**config.mk**
```make
export PLATFORM = sky130hd
export DESIGN_NAME = sliding_median_filter
export DESIGN_NICKNAME = d
export VERILOG_FILES = /design/src/rtl/smf_pkg.sv /design/src/rtl/sliding_median_filter.sv /design/src/rtl/smf_window.sv /design/src/rtl/smf_rank.sv /design/src/rtl/smf_select.sv
export VERILOG_INCLUDE_DIRS = /design/src /design/src/rtl
export SDC_FILE = /design/constraint.sdc
export NUM_CORES = 1
export LEC_CHECK = 0
export ABC_CLOCK_PERIOD_IN_PS = 9300
export BUFFER_PORTS_ARGS = -buffer_cell sky130_fd_sc_hd__buf_4
export CAP_MARGIN = 20
export CORE_UTILIZATION = 45
export CTS_CLUSTER_SIZE = 25
export DETAILED_ROUTE_END_ITERATION = 8
export HOLD_SLACK_MARGIN = 0.05
export SYNTH_ARGS = -nofsm -noshare
export SYNTH_HDL_FRONTEND = slang
export SYNTH_SLANG_ARGS = --single-unit
```
**constraint.sdc**
```tcl
create_clock -name clk -period 9.3 [get_ports clk]
set_input_delay 1.86 -clock clk [delete_from_list [all_inputs] [get_ports clk]]
set_output_delay 1.86 -clock clk [all_outputs]
set_load 0.01 [all_outputs]
```
**src/rtl/assert_macros.svh**
```systemverilog
// ----------------------------------------------------------------------------
// Assertion macros
// Concurrent assertion wrappers used by the sliding median filter window block.
// ----------------------------------------------------------------------------
`ifndef ASSERT_MACROS_SVH
`define ASSERT_MACROS_SVH

// Property must hold at every clock edge outside reset.
`define ASSERT_HOLDS(lbl, clk, rst_n, prop, msg) \
  lbl: assert property (@(posedge clk) disable iff (!rst_n) (prop)) else $error(msg);

// When ante holds, cons must hold in the next cycle.
`define ASSERT_IMPLIES_NEXT(lbl, clk, rst_n, ante, cons, msg) \
  lbl: assert property (@(posedge clk) disable iff (!rst_n) (ante) |=> (cons)) else $error(msg);

`endif

```
**src/rtl/smf_pkg.sv**
```systemverilog
// ----------------------------------------------------------------------------
// smf_pkg
// Constants and word types shared by the sliding median filter modules.
// ----------------------------------------------------------------------------
package smf_pkg;

  localparam int DATA_W     = 32;
  localparam int WINDOW     = 5;
  localparam int HALF_W     = WINDOW / 2;
  localparam int HIST_DEPTH = 2 * HALF_W;
  localparam int SPAN       = HIST_DEPTH + 1;
  localparam int HIST_SLOTS = (HIST_DEPTH > 0) ? HIST_DEPTH : 1;
  // counts, positions and ranks: 0 .. SPAN
  localparam int CNT_W      = $clog2(SPAN + 1);
  localparam int EXT_W      = CNT_W + 1;

  typedef struct packed {
    logic [DATA_W-1:0] sample;
    logic              is_final;
  } in_word_t;

  typedef struct packed {
    logic [DATA_W-1:0] median_value;
    logic              end_of_sequence;
  } out_word_t;

  // one window to reduce: candidate samples plus membership mask
  typedef struct packed {
    logic [SPAN-1:0][DATA_W-1:0] vals;
    logic [SPAN-1:0]             mask;
    logic                        eos;
  } win_word_t;

  // window with the sorted position of every member
  typedef struct packed {
    logic [SPAN-1:0][DATA_W-1:0] vals;
    logic [SPAN-1:0]             mask;
    logic [SPAN-1:0][CNT_W-1:0]  ranks;
    logic [CNT_W-1:0]            cnt;
    logic                        eos;
  } rank_word_t;

endpackage

```
**src/rtl/sliding_median_filter.sv**
```systemverilog
// Each result word is registered in the window issue, rank and output registers in turn.
// Throughput: one sample word per cycle unless stalled; a final word occupies the window
//   issue register until every flushed result has issued, and stalls the input meanwhile.
// Each pipeline stage holds its word under stall; while a result waits, input keeps flowing
//   only until the window and rank stages behind the output are full.
// Reset (rst_n low, synchronous): sequence counter and all stage valids cleared; history
//   and payload registers are not reset.
// ----------------------------------------------------------------------------
// sliding_median_filter
// Centered sliding median over unsigned Q16.16 samples, window clipped at both
// ends of a sequence, even-sized windows averaged.
// ----------------------------------------------------------------------------
module sliding_median_filter (
  input  logic               clk,
  input  logic               rst_n,
  input  logic               in_valid,
  output logic               in_stall,
  input  smf_pkg::in_word_t  in_data,
  output logic               out_valid,
  input  logic               out_stall,
  output smf_pkg::out_word_t out_data
);

  // Pipeline:
  //   smf_window - history of the last 2*HALF_W samples plus a job register that
  //                holds one snapshot and walks its window centers. A normal sample
  //                yields the window centered HALF_W positions back; a final sample
  //                yields every pending center up to its own position.
  //   smf_rank   - all-pairs compare gives each member its sorted position.
  //   smf_select - pulls ranks (cnt-1)/2 and cnt/2, adds them in 33 bits, halves.

  logic                win_valid;
  logic                win_stall;
  smf_pkg::win_word_t  win_data;
  logic                rank_valid;
  logic                rank_stall;
  smf_pkg::rank_word_t rank_data;

  smf_window u_window (
    .clk       (clk),
    .rst_n     (rst_n),
    .in_valid  (in_valid),
    .in_stall  (in_stall),
    .in_data   (in_data),
    .win_valid (win_valid),
    .win_stall (win_stall),
    .win_data  (win_data)
  );

  smf_rank u_rank (
    .clk        (clk),
    .rst_n      (rst_n),
    .win_valid  (win_valid),
    .win_stall  (win_stall),
    .win_data   (win_data),
    .rank_valid (rank_valid),
    .rank_stall (rank_stall),
    .rank_data  (rank_data)
  );

  // output register: result word holds here under out_stall
  smf_select u_select (
    .clk        (clk),
    .rst_n      (rst_n),
    .rank_valid (rank_valid),
    .rank_stall (rank_stall),
    .rank_data  (rank_data),
    .out_valid  (out_valid),
    .out_stall  (out_stall),
    .out_data   (out_data)
  );

endmodule

```
**src/rtl/smf_window.sv**
```systemverilog
// ----------------------------------------------------------------------------
// smf_window
// Sample history and window issue: one window word per cycle while win_stall is low, several on flush.
// ----------------------------------------------------------------------------
`include "assert_macros.svh"

module smf_window (
  input  logic               clk,
  input  logic               rst_n,
  input  logic               in_valid,
  output logic               in_stall,
  input  smf_pkg::in_word_t  in_data,
  output logic               win_valid,
  input  logic               win_stall,
  output smf_pkg::win_word_t win_data
);

  logic [smf_pkg::DATA_W-1:0]                    hist_r [smf_pkg::HIST_SLOTS];
  logic [smf_pkg::CNT_W-1:0]                     seen_r;
  logic                                          job_v_r;
  logic [smf_pkg::SPAN-1:0][smf_pkg::DATA_W-1:0] job_buf_r;
  logic [smf_pkg::CNT_W-1:0]                     job_len_r;
  logic [smf_pkg::CNT_W-1:0]                     job_c_r;
  logic [smf_pkg::CNT_W-1:0]                     job_last_r;
  logic                                          job_fin_r;

  logic [smf_pkg::SPAN-1:0][smf_pkg::DATA_W-1:0] job_buf_nxt;
  logic [smf_pkg::CNT_W-1:0]                     job_first_nxt;
  logic [smf_pkg::CNT_W-1:0]                     job_last_nxt;
  logic [smf_pkg::EXT_W-1:0]                     c_ext;
  logic [smf_pkg::EXT_W-1:0]                     k_ext;
  logic                                          take;
  logic                                          job_end;
  logic                                          in_acc;
  logic                                          load;

  assign take     = job_v_r && !win_stall;
  assign job_end  = take && (job_c_r == job_last_r);
  assign in_stall = job_v_r && !job_end;
  assign in_acc   = in_valid && !in_stall;
  assign load     = in_acc &&
                    (in_data.is_final || (seen_r >= smf_pkg::CNT_W'(smf_pkg::HALF_W)));

  // snapshot of the sequence so far plus the new sample
  always_comb begin
    for (int k = 0; k < smf_pkg::SPAN; k++) begin
      if (k < smf_pkg::HIST_DEPTH && seen_r != smf_pkg::CNT_W'(k)) begin
        job_buf_nxt[k] = hist_r[(k < smf_pkg::HIST_SLOTS) ? k : 0];
      end else begin
        job_buf_nxt[k] = in_data.sample;
      end
    end
    if (in_data.is_final) begin
      job_last_nxt  = seen_r;
      job_first_nxt = (seen_r >= smf_pkg::CNT_W'(smf_pkg::HALF_W)) ?
                      seen_r - smf_pkg::CNT_W'(smf_pkg::HALF_W) : '0;
    end else begin
      job_last_nxt  = seen_r - smf_pkg::CNT_W'(smf_pkg::HALF_W);
      job_first_nxt = seen_r - smf_pkg::CNT_W'(smf_pkg::HALF_W);
    end
  end

  // window around the current center, clipped to the sequence
  always_comb begin
    c_ext         = {1'b0, job_c_r};
    k_ext         = '0;
    win_data.vals = job_buf_r;
    win_data.eos  = job_fin_r && (job_c_r == job_last_r);
    for (int k = 0; k < smf_pkg::SPAN; k++) begin
      k_ext            = smf_pkg::EXT_W'(k);
      win_data.mask[k] = (k_ext + smf_pkg::EXT_W'(smf_pkg::HALF_W) >= c_ext) &&
                         (k_ext <= c_ext + smf_pkg::EXT_W'(smf_pkg::HALF_W)) &&
                         (smf_pkg::CNT_W'(k) < job_len_r);
    end
  end

  assign win_valid = job_v_r;

  always_ff @(posedge clk) begin
    if (!rst_n) begin
      seen_r  <= '0;
      job_v_r <= 1'b0;
    end else begin
      if (load) begin
        job_v_r <= 1'b1;
      end else if (job_end) begin
        job_v_r <= 1'b0;
      end
      if (in_acc) begin
        if (in_data.is_final) begin
          seen_r <= '0;
        end else if (seen_r < smf_pkg::CNT_W'(smf_pkg::HIST_DEPTH)) begin
          seen_r <= seen_r + 1'b1;
        end
      end
    end
  end

  always_ff @(posedge clk) begin
    if (load) begin
      job_buf_r  <= job_buf_nxt;
      job_len_r  <= seen_r + 1'b1;
      job_c_r    <= job_first_nxt;
      job_last_r <= job_last_nxt;
      job_fin_r  <= in_data.is_final;
    end else if (take && !job_end) begin
      job_c_r <= job_c_r + 1'b1;
    end
    if (in_acc && !in_data.is_final && smf_pkg::HIST_DEPTH > 0) begin
      for (int k = 0; k < smf_pkg::HIST_SLOTS; k++) begin
        if (seen_r < smf_pkg::CNT_W'(smf_pkg::HIST_DEPTH)) begin
          if (seen_r == smf_pkg::CNT_W'(k)) begin
            hist_r[k] <= in_data.sample;
          end
        end else if (k == smf_pkg::HIST_SLOTS - 1) begin
          hist_r[k] <= in_data.sample;
        end else begin
          hist_r[k] <= hist_r[(k + 1 < smf_pkg::HIST_SLOTS) ? k + 1 : k];
        end
      end
    end
  end

  `ASSERT_IMPLIES_NEXT(a_final_clears, clk, rst_n, in_acc && in_data.is_final, seen_r == '0, "history not cleared after final sample")
  `ASSERT_HOLDS(a_center_range, clk, rst_n, !job_v_r || (job_c_r <= job_last_r), "window center passed last position")
  `ASSERT_IMPLIES_NEXT(a_steady_issue, clk, rst_n, in_acc && (seen_r >= smf_pkg::CNT_W'(smf_pkg::HALF_W)), job_v_r, "filled history gave no window")

endmodule

```
**src/rtl/smf_rank.sv**
```systemverilog
// ----------------------------------------------------------------------------
// smf_rank
// Ranks every window member by parallel compares; ties broken by position.
// ----------------------------------------------------------------------------
module smf_rank (
  input  logic                clk,
  input  logic                rst_n,
  input  logic                win_valid,
  output logic                win_stall,
  input  smf_pkg::win_word_t  win_data,
  output logic                rank_valid,
  input  logic                rank_stall,
  output smf_pkg::rank_word_t rank_data
);

  logic                                         rank_v_r;
  smf_pkg::rank_word_t                          rank_r;
  logic [smf_pkg::SPAN-1:0][smf_pkg::CNT_W-1:0] ranks_nxt;
  logic [smf_pkg::CNT_W-1:0]                    cnt_nxt;
  logic                                         acc;

  assign win_stall = rank_v_r && rank_stall;
  assign acc       = win_valid && !win_stall;

  always_comb begin
    cnt_nxt = '0;
    for (int i = 0; i < smf_pkg::SPAN; i++) begin
      cnt_nxt      = cnt_nxt + smf_pkg::CNT_W'(win_data.mask[i]);
      ranks_nxt[i] = '0;
      for (int j = 0; j < smf_pkg::SPAN; j++) begin
        if (win_data.mask[j] &&
            ((win_data.vals[j] < win_data.vals[i]) ||
             (j < i && win_data.vals[j] == win_data.vals[i]))) begin
          ranks_nxt[i] = ranks_nxt[i] + 1'b1;
        end
      end
    end
  end

  always_ff @(posedge clk) begin
    if (!rst_n) begin
      rank_v_r <= 1'b0;
    end else if (!win_stall) begin
      rank_v_r <= win_valid;
    end
  end

  always_ff @(posedge clk) begin
    if (acc) begin
      rank_r.vals  <= win_data.vals;
      rank_r.mask  <= win_data.mask;
      rank_r.ranks <= ranks_nxt;
      rank_r.cnt   <= cnt_nxt;
      rank_r.eos   <= win_data.eos;
    end
  end

  assign rank_valid = rank_v_r;
  assign rank_data  = rank_r;

endmodule

```
**src/rtl/smf_select.sv**
```systemverilog
// ----------------------------------------------------------------------------
// smf_select
// Picks the middle member(s) by rank and averages them into the output word.
// ----------------------------------------------------------------------------
module smf_select (
  input  logic                clk,
  input  logic                rst_n,
  input  logic                rank_valid,
  output logic                rank_stall,
  input  smf_pkg::rank_word_t rank_data,
  output logic                out_valid,
  input  logic                out_stall,
  output smf_pkg::out_word_t  out_data
);

  logic                       out_v_r;
  smf_pkg::out_word_t         out_r;
  logic [smf_pkg::CNT_W-1:0]  lo_rank;
  logic [smf_pkg::CNT_W-1:0]  hi_rank;
  logic [smf_pkg::DATA_W-1:0] lo_val;
  logic [smf_pkg::DATA_W-1:0] hi_val;
  logic [smf_pkg::DATA_W:0]   sum;
  logic                       acc;

  assign rank_stall = out_v_r && out_stall;
  assign acc        = rank_valid && !rank_stall;

  // odd count: both ranks hit the middle, so the mean is the value itself
  always_comb begin
    lo_rank = (rank_data.cnt - 1'b1) >> 1;
    hi_rank = rank_data.cnt >> 1;
    lo_val  = '0;
    hi_val  = '0;
    for (int i = 0; i < smf_pkg::SPAN; i++) begin
      if (rank_data.mask[i] && rank_data.ranks[i] == lo_rank) begin
        lo_val = lo_val | rank_data.vals[i];
      end
      if (rank_data.mask[i] && rank_data.ranks[i] == hi_rank) begin
        hi_val = hi_val | rank_data.vals[i];
      end
    end
    sum = {1'b0, lo_val} + {1'b0, hi_val};
  end

  always_ff @(posedge clk) begin
    if (!rst_n) begin
      out_v_r <= 1'b0;
    end else if (!rank_stall) begin
      out_v_r <= rank_valid;
    end
  end

  always_ff @(posedge clk) begin
    if (acc) begin
      out_r.median_value    <= sum[smf_pkg::DATA_W:1];
      out_r.end_of_sequence <= rank_data.eos;
    end
  end

  assign out_valid = out_v_r;
  assign out_data  = out_r;

endmodule
```
==> impl_metrics.toml <==
[sta]
fin_hold_ws_ns = 0.435
final.setup_skew_ns = 0.0605
finalCriticalPeriod_ns = 4.92
rsz0062_at_grt = "false"
setup_violations = 0
tightest_slew_ns = 1.08
setup_tns_ns = 0
finalHoldViolations = 0
report.final.slew_viol_count = 0
fmax_mhz = 203
fin_crit_sh_pct = 52.9
maxSlewHeadroom_pct = 28.2

[final_layout]
drive_above_1_share_pct = 13.1
layout_commonest_cell = "edfxtp_1"
syn2layout_area_growth_pct = 11.7
multi_input_area_um2 = 13800
seqCellArea_um2 = 15600
fillers = 5829
layout_common_cells = "edfxtp_1 (515), ha_1 (380), nand2_1 (353), inv_1 (179), mux2_2 (133)"
final_nets = 3048
diodes = 0

[floorplanning]
fp.dieW_um = 261
start_util_pct = 45.8
die_y_um = 261
rows = 94
io_pins = 72
core_area_um2 = 66100
dieArea_um2 = 68300

[clocking]
cts_resized = 0
post_cts_buffers = 0
cts_hold_buf = 0
cts_made_buffers = 58
clock_sinks = 521
path_clk_slew_ns = 0.06
cts-root-buf = "clkbuf_16"
clock_path_buffers = 3
cts_max_level = 2
cts_tree = "done"
clock_latency_ns = 0.66

[hold_path]
hp-start = "u_rank.rank_data[0]"
worstHoldEndpoint = "u_select.out_data[0]"
hold_depth = 0
min_path_type = "reg2reg"

[setup_path]
r2r_cells = 18
required_ns = 9.66
r2r_setup_slack_ns = 4.38
end_kind = "flip-flop"
crit_arrival_ns = 5.28
worstPathMaxFanout = 12
critPathKind = "reg2reg"
r2r-start = "u_rank.rank_data[2]"
start_kind = "flip-flop"
worstReg2RegEnd = "u_select.out_data[28]"

[global_route]
track_usage_pct = 25.5
grt_pass1_vias = 20461
grt_pass1_wl_mm = 129
grt_start_max_net_pins = 97
antenna_found_initial = 2
grt_overflow = 0

[flow_run]
cap_violations = 0

[detailed_routing]
dr.pass1.iters = 9
initialDrtViolationCount = 2282
drc = 8
wl_mm = 86.8
post_drt_wl_per_cell_um = 24.5
ant_nets = 0
post_drt_via_cell_ratio = 5.96
vias = 21089

[yosys]
async_reset_ff_share_pct = 0
syn_area_per_cell_um2 = 11.9
synth-edff-count = 515
ys_warn_count = 0
synth.distinct_cells = 70
ys_seq_area_share_pct = 51.5
syn_area_um2 = 30300
synth_top_flop_cell = "edfxtp_1"
ys_ff_latch = 521
syn-num-nets = 2961
syn_inst = 2541

[place]
gp_congestion = 0.973
hpwl_mm = 66.2
port_buffers = 71

[pwr]
p_leak_nw = 14.2
p_per_area_nw_per_um2 = 186
max-vdd-ir-drop_mv = 0.140

[run_status]
violations = "design-rule violations"
status = "finished, violations left"
## per-stage QoR
step                      setup slack (ns)  std cells  power (mW)  cell area [um2]  utilization, %
final                                 4.38       3539        6.29            33800            51.1
after global routing                  4.10       3539        6.54            33800            51.1
after CTS                             4.42       3539        6.32            33800            51.1
after detailed placement              4.38       3432        4.04            31900            48.3
after global placement                4.43       3431        4.02            31900            48.3
after floorplan                       2.84       2541        3.67            30300               -
## per-layer routing
| layer | track usage, % | wire length [um] | up-vias |
|---|---|---|---|
| li1 | - | - | 9807 |
| met4 | 6.96 | 1960 | 0 |
| met3 | 2.37 | 6370 | 105 |
| met1 | 40.3 | 42300 | 10251 |
| met5 | 0 | 0 | - |
| met2 | 36.9 | 36200 | 926 |
## worst max-delay path, cell delays in order (launching register included)
cell and delay (ns):
edfxtp_1 0.52, inv_1 0.10, ha_1 0.25, xor3_1 0.46, nor3_2 0.69, a2bb2oi_1 0.15, nand4_1 0.16, a21boi_4 0.23
fa_1 0.24, a21o_1 0.13, a21o_1 0.18, a21oi_1 0.16, o31a_1 0.39, o221ai_1 0.25, nand3_1 0.15, a31o_2 0.26
o21bai_1 0.14, a21oi_1 0.10, xnor2_1 0.13
## final cells by class
cell class | instances | share of cell area, %
Multi-Input combinational cell | 1769 | 40.9
Sequential cell | 521 | 46.1
Timing Repair Buffer | 96 | 2.12
Clock buffer | 68 | 4.41
Clock inverter | 39 | 1.20
Tap cell | 864 | 3.20
Inverter | 182 | 2.05
## sequential cells by signal (all words and copies together) (netlist names)
register             flops
u_rank.rank_valid        1
u_window.hist_r        128
u_window.win_valid       1
u_window.job_fin_r       1
u_select.out_data       33
u_rank.rank_data       184
u_window.job_last_r      3
u_window.job_len_r       3
u_window.seen_r          3
u_window.win_data      160
u_window.job_c_r         3
u_select.out_valid       1
## worst max path at each step
| stage | start | endpoint | slack [ns] | cells past startpoint |
|---|---|---|---|---|
| 2_1_floorplan | out_stall | u_window.job_c_r[0] | 2.84 | 8 |
| 3_3_place_gp | out_stall | u_window.win_data[158] | 4.43 | 8 |
| 3_5_place_dp | out_stall | u_window.win_data[158] | 4.38 | 8 |
| 4_1_cts | u_rank.rank_data[2] | u_select.out_data[28] | 4.42 | 18 |
| 5_1_grt | u_rank.rank_data[2] | u_select.out_data[21] | 4.10 | 17 |
| 6_report | u_rank.rank_data[2] | u_select.out_data[28] | 4.38 | 18 |
## kinds of logic after synthesis
logic type                 Yosys count  share of synthesized area, %
and+or+nand+nor                    647                          9.87
AOI/OAI and AO/OA                  531                          12.3
DFF                                521                          51.5
adders and majority gates          383                          15.9
buffers and inverters              251                          3.14
muxes                              137                          5.08
xor gates and xnor gates            71                          2.15
## cells in the mapped netlist (all sizes together) (8+ instances only)
cell type  number  area share (%)
nand3          29            0.48
or2             8            0.17
a21o          132             3.3
a211oi          8            0.20
edfxtp        515              51
nor2           60            0.74
a22oi          62             1.5
xnor2          50             1.5
nand2         354             4.4
buf            16            0.23
mux2          133             4.9
and2            9            0.19
and3            9            0.19
a222oi         62             2.1
xor2           20            0.58
nand2b         18            0.37
o21a           33            0.82
nor4           10            0.21
a21oi         115             1.9
o21ai          66             1.1
nor3           22            0.38
ha            380              16
nand4          78             1.6
clkbuf         53            0.66
nor2b          30            0.62
inv           181             2.2
## where the power goes
part	internal, mW	switching [mW]	total (mW)
clock network	1.30	0.978	2.27
registers	2.77	0.146	2.91
logic	0.444	0.658	1.10
total	4.51	1.78	6.29
Note: power is estimated with default switching activity, not from simulation.
